<file path="src/hdl/rces_pkg.sv">
// rces_pkg: widths, codes and item types shared by the range coder
// statistics unit, its divider and its multiply-accumulate unit.
// No dependencies.
`timescale 1ns / 1ps
`default_nettype none

package rces_pkg;

  localparam int unsigned LowW           = 64;
  localparam int unsigned WordW          = 32;
  localparam int unsigned TotalW         = 17;
  localparam int unsigned FreqW          = 16;
  localparam int unsigned TallyW         = 48;
  localparam int unsigned FlushW         = 33;
  localparam int unsigned DivSteps       = LowW;
  localparam int unsigned DivCntW        = $clog2(DivSteps);
  localparam int unsigned ProdW          = WordW + FreqW;
  localparam int unsigned CounterBitsDef = 48;

  localparam logic [TotalW-1:0] ModelTotalRst = 17'h10000;
  localparam logic [WordW-1:0]  WordOnes      = '1;
  localparam logic [FlushW-1:0] FlushBase     = 33'd3;

  localparam logic MODE_ENCODE = 1'b0;
  localparam logic MODE_FINISH = 1'b1;

  typedef enum logic [1:0] {
    MUL_IDLE,
    MUL_LO,
    MUL_HI
  } mul_op_e;

  typedef struct packed {
    logic busy;
    logic done;
  } div_stat_t;

  typedef struct packed {
    logic             mode;
    logic [FreqW-1:0] cum_low;
    logic [FreqW-1:0] freq;
  } in_item_t;

  typedef struct packed {
    logic              carry_flag;
    logic              renorm_flag;
    logic              straddle_flag;
    logic [WordW-1:0]  pending_ff;
    logic [WordW-1:0]  cache_word;
    logic [TallyW-1:0] symbol_count;
    logic [TallyW-1:0] carry_hit_count;
    logic [TallyW-1:0] renorm_hit_count;
    logic [TallyW-1:0] straddle_hit_count;
    logic [TallyW-1:0] flushed_ff_count;
    logic [WordW-1:0]  longest_ff_chain;
    logic [FlushW-1:0] flush_word_count;
  } out_item_t;

endpackage

`default_nettype wire

</file>
<file path="src/hdl/rces_div.sv">
// rces_div: radix-2 restoring divider, 64-bit dividend by 17-bit divisor,
// one quotient bit per cycle. Uses rces_pkg.
`timescale 1ns / 1ps
`default_nettype none

module rces_div import rces_pkg::*; (
  input  wire logic              clk_i,
  input  wire logic              rst_ni,
  input  wire logic              start_i,
  input  wire logic [LowW-1:0]   dividend_i,
  input  wire logic [TotalW-1:0] divisor_i,
  output div_stat_t              stat_o,
  output logic      [LowW-1:0]   quotient_o
);

  logic               busy_q;
  logic [DivCntW-1:0] cnt_q;
  logic [LowW-1:0]    quot_q;
  logic [TotalW-1:0]  rem_q;
  logic [TotalW-1:0]  dsor_q;

  logic [TotalW:0]    shifted;
  logic [TotalW:0]    diff;
  logic               ge;
  logic               last;

  // a zero divisor makes every step succeed, so the quotient is all ones
  assign shifted = {rem_q, quot_q[LowW-1]};
  assign ge      = shifted >= {1'b0, dsor_q};
  assign diff    = shifted - {1'b0, dsor_q};
  assign last    = busy_q && (cnt_q == DivCntW'(DivSteps - 1));

  always_ff @(posedge clk_i or negedge rst_ni) begin
    if (!rst_ni) begin
      busy_q <= 1'b0;
      cnt_q  <= '0;
    end else if (start_i) begin
      busy_q <= 1'b1;
      cnt_q  <= '0;
    end else if (busy_q) begin
      cnt_q <= cnt_q + 1'b1;
      if (last) begin
        busy_q <= 1'b0;
      end
    end
  end

  always_ff @(posedge clk_i) begin
    if (start_i) begin
      quot_q <= dividend_i;
      rem_q  <= '0;
      dsor_q <= divisor_i;
    end else if (busy_q) begin
      quot_q <= {quot_q[LowW-2:0], ge};
      rem_q  <= ge ? diff[TotalW-1:0] : shifted[TotalW-1:0];
    end
  end

  assign stat_o.busy = busy_q;
  assign stat_o.done = last;
  assign quotient_o  = quot_q;

endmodule

`default_nettype wire

</file>
<file path="src/hdl/rces_mul.sv">
// rces_mul: one 32x16 multiplier with a 64-bit accumulator, used for the
// partial products of a 64x16 product modulo 2^64. Uses rces_pkg.
`timescale 1ns / 1ps
`default_nettype none

module rces_mul import rces_pkg::*; (
  input  wire logic             clk_i,
  input  wire mul_op_e          op_i,
  input  wire logic [WordW-1:0] a_i,
  input  wire logic [FreqW-1:0] b_i,
  output logic      [LowW-1:0]  acc_o
);

  logic [ProdW-1:0] prod;
  logic [LowW-1:0]  acc_q;
  logic [LowW-1:0]  acc_d;

  assign prod = ProdW'(a_i) * ProdW'(b_i);

  // high partial product only keeps its low word once shifted by 32
  always_comb begin
    unique case (op_i)
      MUL_LO:  acc_d = LowW'(prod);
      MUL_HI:  acc_d = acc_q + {prod[WordW-1:0], WordW'(0)};
      default: acc_d = acc_q;
    endcase
  end

  always_ff @(posedge clk_i) begin
    acc_q <= acc_d;
  end

  assign acc_o = acc_q;

endmodule

`default_nettype wire

</file>
<file path="src/hdl/range_coder_encode_stats_unit.sv">
// range_coder_encode_stats_unit: top level of the range coder statistics
// unit; sequencer, coder state and tallies. Uses rces_pkg, rces_div, rces_mul.
//
// Usage:
//   cfg_we_i/cfg_wdata_i write model_total (reset 65536); write only while
//   the unit is idle. Items enter on in_valid_i/in_stall_o and are accepted
//   at an edge with valid high and stall low. in_stall_o is high from the
//   accept until the result has been moved into the output register.
//   Each accepted item gives one result item on out_valid_o/out_item_o,
//   taken at an edge where out_stall_i is low.
// Sequence:
//   encode item: after accept, the 64-step divider runs, followed by four
//   partial products on the shared multiplier, the low add and the
//   renormalize step, then the result is registered. A new item is taken
//   only once the result is registered and the unit is idle again.
//   finish item: goes straight to S_DONE, then into the output register.
// Stall: while out_stall_i holds a result, the next finished result waits
//   in the sequencer and the input keeps stalling.
// Reset: clears the coder state (range all ones) and tallies, and sets
//   model_total back to 65536.
`timescale 1ns / 1ps
`default_nettype none

module range_coder_encode_stats_unit import rces_pkg::*; #(
  parameter int unsigned COUNTER_BITS = CounterBitsDef
) (
  input  wire logic              clk_i,
  input  wire logic              rst_ni,
  input  wire logic              cfg_we_i,
  input  wire logic [TotalW-1:0] cfg_wdata_i,
  input  wire logic              in_valid_i,
  output logic                   in_stall_o,
  input  wire in_item_t          in_item_i,
  output logic                   out_valid_o,
  input  wire logic              out_stall_i,
  output out_item_t              out_item_o
);

  typedef enum logic [3:0] {
    S_IDLE,
    S_DIV,
    S_MUL0,
    S_MUL1,
    S_MUL2,
    S_MUL3,
    S_ADD,
    S_RENORM,
    S_DONE
  } state_e;

  typedef logic [COUNTER_BITS-1:0] cnt_t;

  state_e            state_q, state_d;
  logic [TotalW-1:0] total_q, total_d;
  logic [LowW-1:0]   low_q, low_d;
  logic [LowW-1:0]   range_q, range_d;
  logic [LowW-1:0]   step_q, step_d;
  logic [WordW-1:0]  cache_q, cache_d;
  logic [WordW-1:0]  pend_q, pend_d;
  logic [WordW-1:0]  longest_q, longest_d;
  logic [FlushW-1:0] flush_q, flush_d;
  logic [FreqW-1:0]  cum_q, cum_d;
  logic [FreqW-1:0]  freq_q, freq_d;
  cnt_t              sym_q, sym_d;
  cnt_t              carry_cnt_q, carry_cnt_d;
  cnt_t              renorm_cnt_q, renorm_cnt_d;
  cnt_t              strad_cnt_q, strad_cnt_d;
  cnt_t              rel_cnt_q, rel_cnt_d;
  logic              carry_q, carry_d;
  logic              renorm_q, renorm_d;
  logic              strad_q, strad_d;
  logic              out_valid_q, out_valid_d;
  out_item_t         out_item_q, out_item_d;

  logic              accept;
  logic              div_start;
  div_stat_t         div_stat;
  logic [LowW-1:0]   quotient;
  mul_op_e           mul_op;
  logic [WordW-1:0]  mul_a;
  logic [FreqW-1:0]  mul_b;
  logic [LowW-1:0]   acc;
  logic [LowW:0]     low_sum;
  logic [WordW-1:0]  pend_inc;
  logic [WordW-1:0]  longest_run;
  logic [COUNTER_BITS:0] rel_sum;
  cnt_t              rel_sat;
  logic              out_load;

  function automatic cnt_t sat_inc(input cnt_t v);
    return (&v) ? v : v + 1'b1;
  endfunction

  assign in_stall_o = (state_q != S_IDLE);
  assign accept     = in_valid_i && !in_stall_o;
  assign div_start  = accept && (in_item_i.mode == MODE_ENCODE);

  rces_div u_div (
    .clk_i      (clk_i),
    .rst_ni     (rst_ni),
    .start_i    (div_start),
    .dividend_i (range_q),
    .divisor_i  (total_q),
    .stat_o     (div_stat),
    .quotient_o (quotient)
  );

  // t*cum_low, then t*freq, each as low word plus shifted high word
  always_comb begin
    unique case (state_q)
      S_MUL0: begin
        mul_op = MUL_LO;
        mul_a  = quotient[WordW-1:0];
        mul_b  = cum_q;
      end
      S_MUL1: begin
        mul_op = MUL_HI;
        mul_a  = quotient[LowW-1:WordW];
        mul_b  = cum_q;
      end
      S_MUL2: begin
        mul_op = MUL_LO;
        mul_a  = quotient[WordW-1:0];
        mul_b  = freq_q;
      end
      S_MUL3: begin
        mul_op = MUL_HI;
        mul_a  = quotient[LowW-1:WordW];
        mul_b  = freq_q;
      end
      default: begin
        mul_op = MUL_IDLE;
        mul_a  = '0;
        mul_b  = '0;
      end
    endcase
  end

  rces_mul u_mul (
    .clk_i (clk_i),
    .op_i  (mul_op),
    .a_i   (mul_a),
    .b_i   (mul_b),
    .acc_o (acc)
  );

  assign low_sum     = {1'b0, low_q} + {1'b0, step_q};
  assign pend_inc    = (pend_q == WordOnes) ? pend_q : pend_q + 1'b1;
  assign longest_run = (pend_q > longest_q) ? pend_q : longest_q;
  assign rel_sum     = {1'b0, rel_cnt_q} + (COUNTER_BITS + 1)'(pend_q);
  assign rel_sat     = rel_sum[COUNTER_BITS] ? '1 : rel_sum[COUNTER_BITS-1:0];

  always_comb begin
    state_d      = state_q;
    total_d      = cfg_we_i ? cfg_wdata_i : total_q;
    low_d        = low_q;
    range_d      = range_q;
    step_d       = step_q;
    cache_d      = cache_q;
    pend_d       = pend_q;
    longest_d    = longest_q;
    flush_d      = flush_q;
    cum_d        = cum_q;
    freq_d       = freq_q;
    sym_d        = sym_q;
    carry_cnt_d  = carry_cnt_q;
    renorm_cnt_d = renorm_cnt_q;
    strad_cnt_d  = strad_cnt_q;
    rel_cnt_d    = rel_cnt_q;
    carry_d      = carry_q;
    renorm_d     = renorm_q;
    strad_d      = strad_q;
    out_load     = 1'b0;

    unique case (state_q)
      S_IDLE: begin
        if (accept) begin
          cum_d    = in_item_i.cum_low;
          freq_d   = in_item_i.freq;
          carry_d  = 1'b0;
          renorm_d = 1'b0;
          strad_d  = 1'b0;
          if (in_item_i.mode == MODE_FINISH) begin
            flush_d = FlushBase + FlushW'(pend_q);
            state_d = S_DONE;
          end else begin
            state_d = S_DIV;
          end
        end
      end
      S_DIV: begin
        if (div_stat.done) begin
          state_d = S_MUL0;
        end
      end
      S_MUL0: state_d = S_MUL1;
      S_MUL1: state_d = S_MUL2;
      S_MUL2: begin
        step_d  = acc;
        state_d = S_MUL3;
      end
      S_MUL3: state_d = S_ADD;
      S_ADD: begin
        low_d   = low_sum[LowW-1:0];
        range_d = acc;
        sym_d   = sat_inc(sym_q);
        if (low_sum[LowW]) begin
          carry_d     = 1'b1;
          carry_cnt_d = sat_inc(carry_cnt_q);
          cache_d     = cache_q + 1'b1;
          rel_cnt_d   = rel_sat;
          longest_d   = longest_run;
          pend_d      = '0;
        end
        state_d = S_RENORM;
      end
      S_RENORM: begin
        if (range_q[LowW-1:WordW] == '0) begin
          renorm_d     = 1'b1;
          renorm_cnt_d = sat_inc(renorm_cnt_q);
          low_d        = {low_q[WordW-1:0], WordW'(0)};
          range_d      = {range_q[WordW-1:0], WordW'(0)};
          if (low_q[LowW-1:WordW] == WordOnes) begin
            // top word may still take a carry, so it joins the pending run
            strad_d     = 1'b1;
            strad_cnt_d = sat_inc(strad_cnt_q);
            pend_d      = pend_inc;
            longest_d   = (pend_inc > longest_q) ? pend_inc : longest_q;
          end else begin
            rel_cnt_d = rel_sat;
            longest_d = longest_run;
            pend_d    = '0;
            cache_d   = low_q[LowW-1:WordW];
          end
        end
        state_d = S_DONE;
      end
      S_DONE: begin
        if (!out_valid_q || !out_stall_i) begin
          out_load = 1'b1;
          state_d  = S_IDLE;
        end
      end
      default: state_d = S_IDLE;
    endcase
  end

  always_comb begin
    out_item_d.carry_flag         = carry_q;
    out_item_d.renorm_flag        = renorm_q;
    out_item_d.straddle_flag      = strad_q;
    out_item_d.pending_ff         = pend_q;
    out_item_d.cache_word         = cache_q;
    out_item_d.symbol_count       = TallyW'(sym_q);
    out_item_d.carry_hit_count    = TallyW'(carry_cnt_q);
    out_item_d.renorm_hit_count   = TallyW'(renorm_cnt_q);
    out_item_d.straddle_hit_count = TallyW'(strad_cnt_q);
    out_item_d.flushed_ff_count   = TallyW'(rel_cnt_q);
    out_item_d.longest_ff_chain   = longest_q;
    out_item_d.flush_word_count   = flush_q;
  end

  always_comb begin
    if (out_load) begin
      out_valid_d = 1'b1;
    end else if (!out_stall_i) begin
      out_valid_d = 1'b0;
    end else begin
      out_valid_d = out_valid_q;
    end
  end

  always_ff @(posedge clk_i or negedge rst_ni) begin
    if (!rst_ni) begin
      state_q      <= S_IDLE;
      total_q      <= ModelTotalRst;
      low_q        <= '0;
      range_q      <= '1;
      cache_q      <= '0;
      pend_q       <= '0;
      longest_q    <= '0;
      flush_q      <= '0;
      sym_q        <= '0;
      carry_cnt_q  <= '0;
      renorm_cnt_q <= '0;
      strad_cnt_q  <= '0;
      rel_cnt_q    <= '0;
      carry_q      <= 1'b0;
      renorm_q     <= 1'b0;
      strad_q      <= 1'b0;
      out_valid_q  <= 1'b0;
    end else begin
      state_q      <= state_d;
      total_q      <= total_d;
      low_q        <= low_d;
      range_q      <= range_d;
      cache_q      <= cache_d;
      pend_q       <= pend_d;
      longest_q    <= longest_d;
      flush_q      <= flush_d;
      sym_q        <= sym_d;
      carry_cnt_q  <= carry_cnt_d;
      renorm_cnt_q <= renorm_cnt_d;
      strad_cnt_q  <= strad_cnt_d;
      rel_cnt_q    <= rel_cnt_d;
      carry_q      <= carry_d;
      renorm_q     <= renorm_d;
      strad_q      <= strad_d;
      out_valid_q  <= out_valid_d;
    end
  end

  always_ff @(posedge clk_i) begin
    step_q <= step_d;
    cum_q  <= cum_d;
    freq_q <= freq_d;
    if (out_load) begin
      out_item_q <= out_item_d;
    end
  end

  assign out_valid_o = out_valid_q;
  assign out_item_o  = out_item_q;

`ifndef NO_ASSERTIONS
  a_longest_covers_pending: assert property (@(posedge clk_i) disable iff (!rst_ni)
    longest_q >= pend_q)
    else $error("longest run below pending run");

  a_accept_leaves_idle: assert property (@(posedge clk_i) disable iff (!rst_ni)
    accept |=> state_q != S_IDLE)
    else $error("accepted item did not start the sequencer");

  a_div_busy_in_div: assert property (@(posedge clk_i) disable iff (!rst_ni)
    (state_q == S_DIV) |-> div_stat.busy)
    else $error("divider idle while sequencer waits on it");

  a_div_done_in_div: assert property (@(posedge clk_i) disable iff (!rst_ni)
    div_stat.done |-> state_q == S_DIV)
    else $error("divider finished outside the divide phase");

  a_renorm_shifted: assert property (@(posedge clk_i) disable iff (!rst_ni)
    (state_q == S_DONE && renorm_q) |-> range_q[WordW-1:0] == '0)
    else $error("renormalized range not shifted by a word");

  a_sym_only_in_add: assert property (@(posedge clk_i) disable iff (!rst_ni)
    (state_q != S_ADD) |=> $stable(sym_q))
    else $error("symbol tally moved outside the add step");
`endif

endmodule

`default_nettype wire
</file>
<file path="config.mk">
export PLATFORM = sky130hd
export DESIGN_NAME = range_coder_encode_stats_unit
export DESIGN_NICKNAME = d
export VERILOG_FILES = /design/src/hdl/rces_pkg.sv /design/src/hdl/rces_div.sv /design/src/hdl/rces_mul.sv /design/src/hdl/range_coder_encode_stats_unit.sv
export SDC_FILE = /design/constraint.sdc
export NUM_CORES = 2
export LEC_CHECK = 0
export BUFFER_PORTS_ARGS = -buffer_cell sky130_fd_sc_hd__buf_2
export CAP_MARGIN = 10
export CORE_MARGIN = 2
export CORE_UTILIZATION = 62
export CTS_CLUSTER_SIZE = 10
export DETAILED_ROUTE_END_ITERATION = 12
export MAX_ROUTING_LAYER = met4
export PLACE_DENSITY = 0.84
export RECOVER_POWER = 25
export SYNTH_ARGS = -nofsm -noshare
export SYNTH_HDL_FRONTEND = slang
export SYNTH_SLANG_ARGS = --single-unit
</file>
<file path="constraint.sdc">
create_clock -name clk_i -period 25 [get_ports clk_i]
set_input_delay 1.25 -clock clk_i [delete_from_list [all_inputs] [get_ports clk_i]]
set_output_delay 1.25 -clock clk_i [all_outputs]
set_load 0.05 [all_outputs]
</file>
==> reports/metrics.csv <==
stage;metric;value;unit
yosys;cell count after synthesis;6877;
timing;Hold Vio Cnt, Final;0;
hold_path;Hold Path Origin;u_mul.acc_o[27]$_DFFE_PP_;
hold_path;Hold Path Depth;0;
cts;clock buffer count from CTS;137;
timing;Least-Margin Pin Slew;6.30;ns
routing;Vias;55200;
yosys;synth top area cells;edfxtp_1 (26%), dfrtp_1 (16%), fa_1 (12%);
layout;share of layout cells above drive strength 1;11.6;%
power_and_ir_drop;total power;7580;uW
critical_path;CP required;25.47;ns
cts;H-Tree Depth;4;
cts;# clock sinks;1159;
outcome;violated checks;capacitance limit, slew limit;
layout;most frequent cells in the layout;nand2_1 (1140), edfxtp_1 (613), inv_1 (556), nor2_1 (472), dfrtp_1 (463);
cts;Clock Latency Late Sink;0.77;ns
floorplan;core region area;114000;um2
global_route;largest net degree at the start of global routing;166;
layout;Final #Nets;8027;
yosys;synthesized area per cell;10.3;um2
floorplan;die width;342;um
routing;final wirelength;215;mm
critical_path;crit path from;state_q[3]$_DFFE_PN0P_;
placement;post-DP HPWL;157;mm
layout;P&R area growth vs syn;11.0;%
floorplan;die height;342;um
routing;1st-iter DRT viols;5616;
hold_path;worst min path class;reg2reg;
layout;most common cell after layout, fill and taps aside;nand2_1;
layout;Seq. cell area;32100;um2
power_and_ir_drop;leakage power;0.0347;uW
outcome;status;complete, but fails checks;
flow_run;max-cap check violation count;6;
yosys;Post-synth EDFFs;613;
timing;slew margin rel.;-320;%
critical_path;Startpoint Class;register;
cts;hold buffers post-CTS;0;
timing;setup TNS;0;ns
yosys;Async S/R FF share, synth;45.6;%
layout;Fillers;8229;
cts;Clock Root Buffer;clkbuf_16;
cts;Reg clk slew, reported paths;0.06;ns
layout;multi-input logic area;35600;um2
yosys;Primary FF master, synth;edfxtp_1;
critical_path;most used cell, CP;fa_1;
critical_path;crit end category;register;
power_and_ir_drop;Max VDD drop;0.0000795;V
yosys;sequential-to-total area share from yosys stat;45.2;%
global_route;Total GRT Usage;38.0;%
yosys;Synth area leader;edfxtp_1;
global_route;number of global-route vias before repair;55100;
placement;input/output buffers;428;
timing;Tcrit/Tclk final;47.1;%
timing;Setup Skew;0.0736;ns
timing;Tmin final;11.78;ns
placement;GP Congestion;1.02;
global_route;initial antenna violation count;6;
routing;DRT Pass-1 Iters;6;
floorplan;die area;117000;um2
routing;DRC violations left;0;
timing;final slew viol count;366;
floorplan;# IOs;429;
yosys;synth warn;0;
critical_path;critical path arrival;12.25;ns
floorplan;# rows;124;
critical_path;Crit Path Max Fanout;57;
yosys;register bit total from synthesis;1159;
yosys;Syn Std Cell Area;70900;um2
floorplan;initial core utilization;62.3;%
cts;# resized after CTS;0;
placement;Placed Area;74400;um2
routing;Routed Antenna Nets;0;
global_route;first-pass GRT wire length;329;mm
critical_path;Worst R2R Start;state_q[3]$_DFFE_PN0P_;
power_and_ir_drop;Power Density;96.4;nW/um2
routing;via/cell ratio;6.24;
timing;f_max;84.9;MHz
layout;finished layout cell area;78700;um2
critical_path;r2r setup slk;13.22;ns
timing;RSZ-0062 raised after global routing;no;
cts;Longest Clk Path Bufs;3;
timing;final setup vio count;0;
cts;CTS tree;yes;
critical_path;slowest CP cell;clkbuf_1;
critical_path;Worst path max stage delay;1.75;ns
global_route;grt total ovfl;0;
yosys;post-synth top area share;26.0;%
critical_path;R2R depth;38;
yosys;Unique masters post-synth;100;
critical_path;worst flop-to-flop path endpoint;u_mul.acc_o[63]$_SDFFCE_PN0P_;
yosys;Syn Nets;7694;
cts;post-CTS setup buffers;0;
routing;per-cell routed wire length;24.3;um
hold_path;Endpoint, Worst Hold;step_q[27]$_DFFE_PP_;
critical_path;WS Path Type;reg2reg;
==> cell usage after synthesis, types with 14 or more instances <==
master / instances
or3_1: 28
a31oi_1: 104
nor3_1: 66
o21a_1: 30
edfxtp_1: 613
nor4_1: 27
dfxtp_1: 17
nand2b_1: 36
o31ai_1: 31
nor2b_1: 39
dfrtp_1: 464
a21oi_1: 378
and2_1: 93
clkbuf_1: 263
xor2_1: 146
a211oi_1: 27
fa_1: 422
o22ai_1: 47
nand3_1: 151
ha_1: 340
buf_2: 31
o211ai_1: 14
mux2_2: 24
dfstp_2: 65
o21bai_1: 28
nand4_1: 120
nor2_1: 481
a21o_1: 176
inv_1: 557
nand2_1: 1143
and4_1: 29
o21ai_0: 275
o22a_1: 25
mux2i_1: 15
a21boi_0: 14
xnor2_1: 282
and3_1: 69
==> power by group <==
group          leakage [uW]  internal, uW  switching [uW]
Sequential           0.0129          2600             377
Clock               0.00202          1080             828
Combinational        0.0198           768            1930
Total                0.0347          4450            3130
==> per-layer routing <==
layer	global-route usage (%)	share of wire, %	vias up
met1	47.0	37	27300
li1	-	-	24200
met4	21.9	6.9	0
met5	-	0	-
met2	59.6	48	3082
met3	6.33	8.5	671
==> how the worst max path moves through the flow <==
| stage | end | slack, ns |
|---|---|---|
| final | u_mul.acc_o[63]$_SDFFCE_PN0P_ | 13.22 |
| after global routing | u_mul.acc_o[63]$_SDFFCE_PN0P_ | 12.67 |
| after CTS | u_mul.acc_o[63]$_SDFFCE_PN0P_ | 14.21 |
| after detailed placement | u_mul.acc_o[63]$_SDFFCE_PN0P_ | 14.30 |
| after global placement | u_mul.acc_o[63]$_SDFFCE_PN0P_ | 14.36 |
| after floorplan | out_item_o[0]$_DFFE_PP_ | 4.70 |
==> flip-flops by register name (all words and copies together) (netlist names), 33 cells and up <==
| register | count |
|---|---|
| carry_cnt_q | 48 |
| flush_q | 33 |
| low_q | 64 |
| out_item_o | 372 |
| range_q | 64 |
| rel_cnt_q | 48 |
| renorm_cnt_q | 48 |
| step_q | 64 |
| strad_cnt_q | 48 |
| sym_q | 48 |
| u_div.quotient_o | 64 |
| u_mul.acc_o | 64 |
==> area by class of cell <==
type | instances | share of cell area (%)
diodes | 6 | 0.0191
clock buffers | 236 | 4.97
clock inverters | 17 | 0.456
inverters | 558 | 2.66
multi-input cells | 4840 | 45.2
flip-flops and latches | 1159 | 40.8
well taps | 1512 | 2.40
repair buffers | 514 | 3.51
==> worst max-delay path: cells and delay by family, from the launching register on <==
family	cells	cell delay [ns]
DFF	1	0.34
and+or+nand+nor	9	1.14
xor gates and xnor gates	2	0.31
adders and majority gates	9	4.04
AOI/OAI and AO/OA	11	2.86
buffers and inverters	7	2.76
==> per-stage QoR <==
stage | utilization (%) | cells | worst slack, ns | hold slack [ns]
finish | 69.1 | 8842 | 13.22 | 0.423
global route | 69.1 | 8842 | 12.67 | 0.436
global placement | 65.4 | 8583 | 14.36 | 0.429
CTS | 69.1 | 8836 | 14.21 | 0.422
floorplan | - | 6877 | 4.70 | 0.421
detailed placement | 65.4 | 8583 | 14.30 | 0.430
==> cells by family (layout without fill, tap and decap cells) <==
| group | count (synthesis) | after routing | share of synthesized area, % |
|---|---|---|---|
| buffers and inverters | 878 | 1325 | 4.82 |
| flip-flops | 1159 | 1159 | 45.2 |
| XOR/XNOR | 428 | 428 | 5.29 |
| AND/OR/NAND/NOR | 2341 | 2341 | 14.9 |
| multiplexers | 39 | 39 | 0.593 |
| AO/OA/AOI/OAI | 1270 | 1270 | 11.3 |
| adder cells (fa/ha/maj) | 762 | 762 | 17.9 |
| other | 0 | 6 | 0 |
No activity file was read; power rests on OpenSTA's default activity.
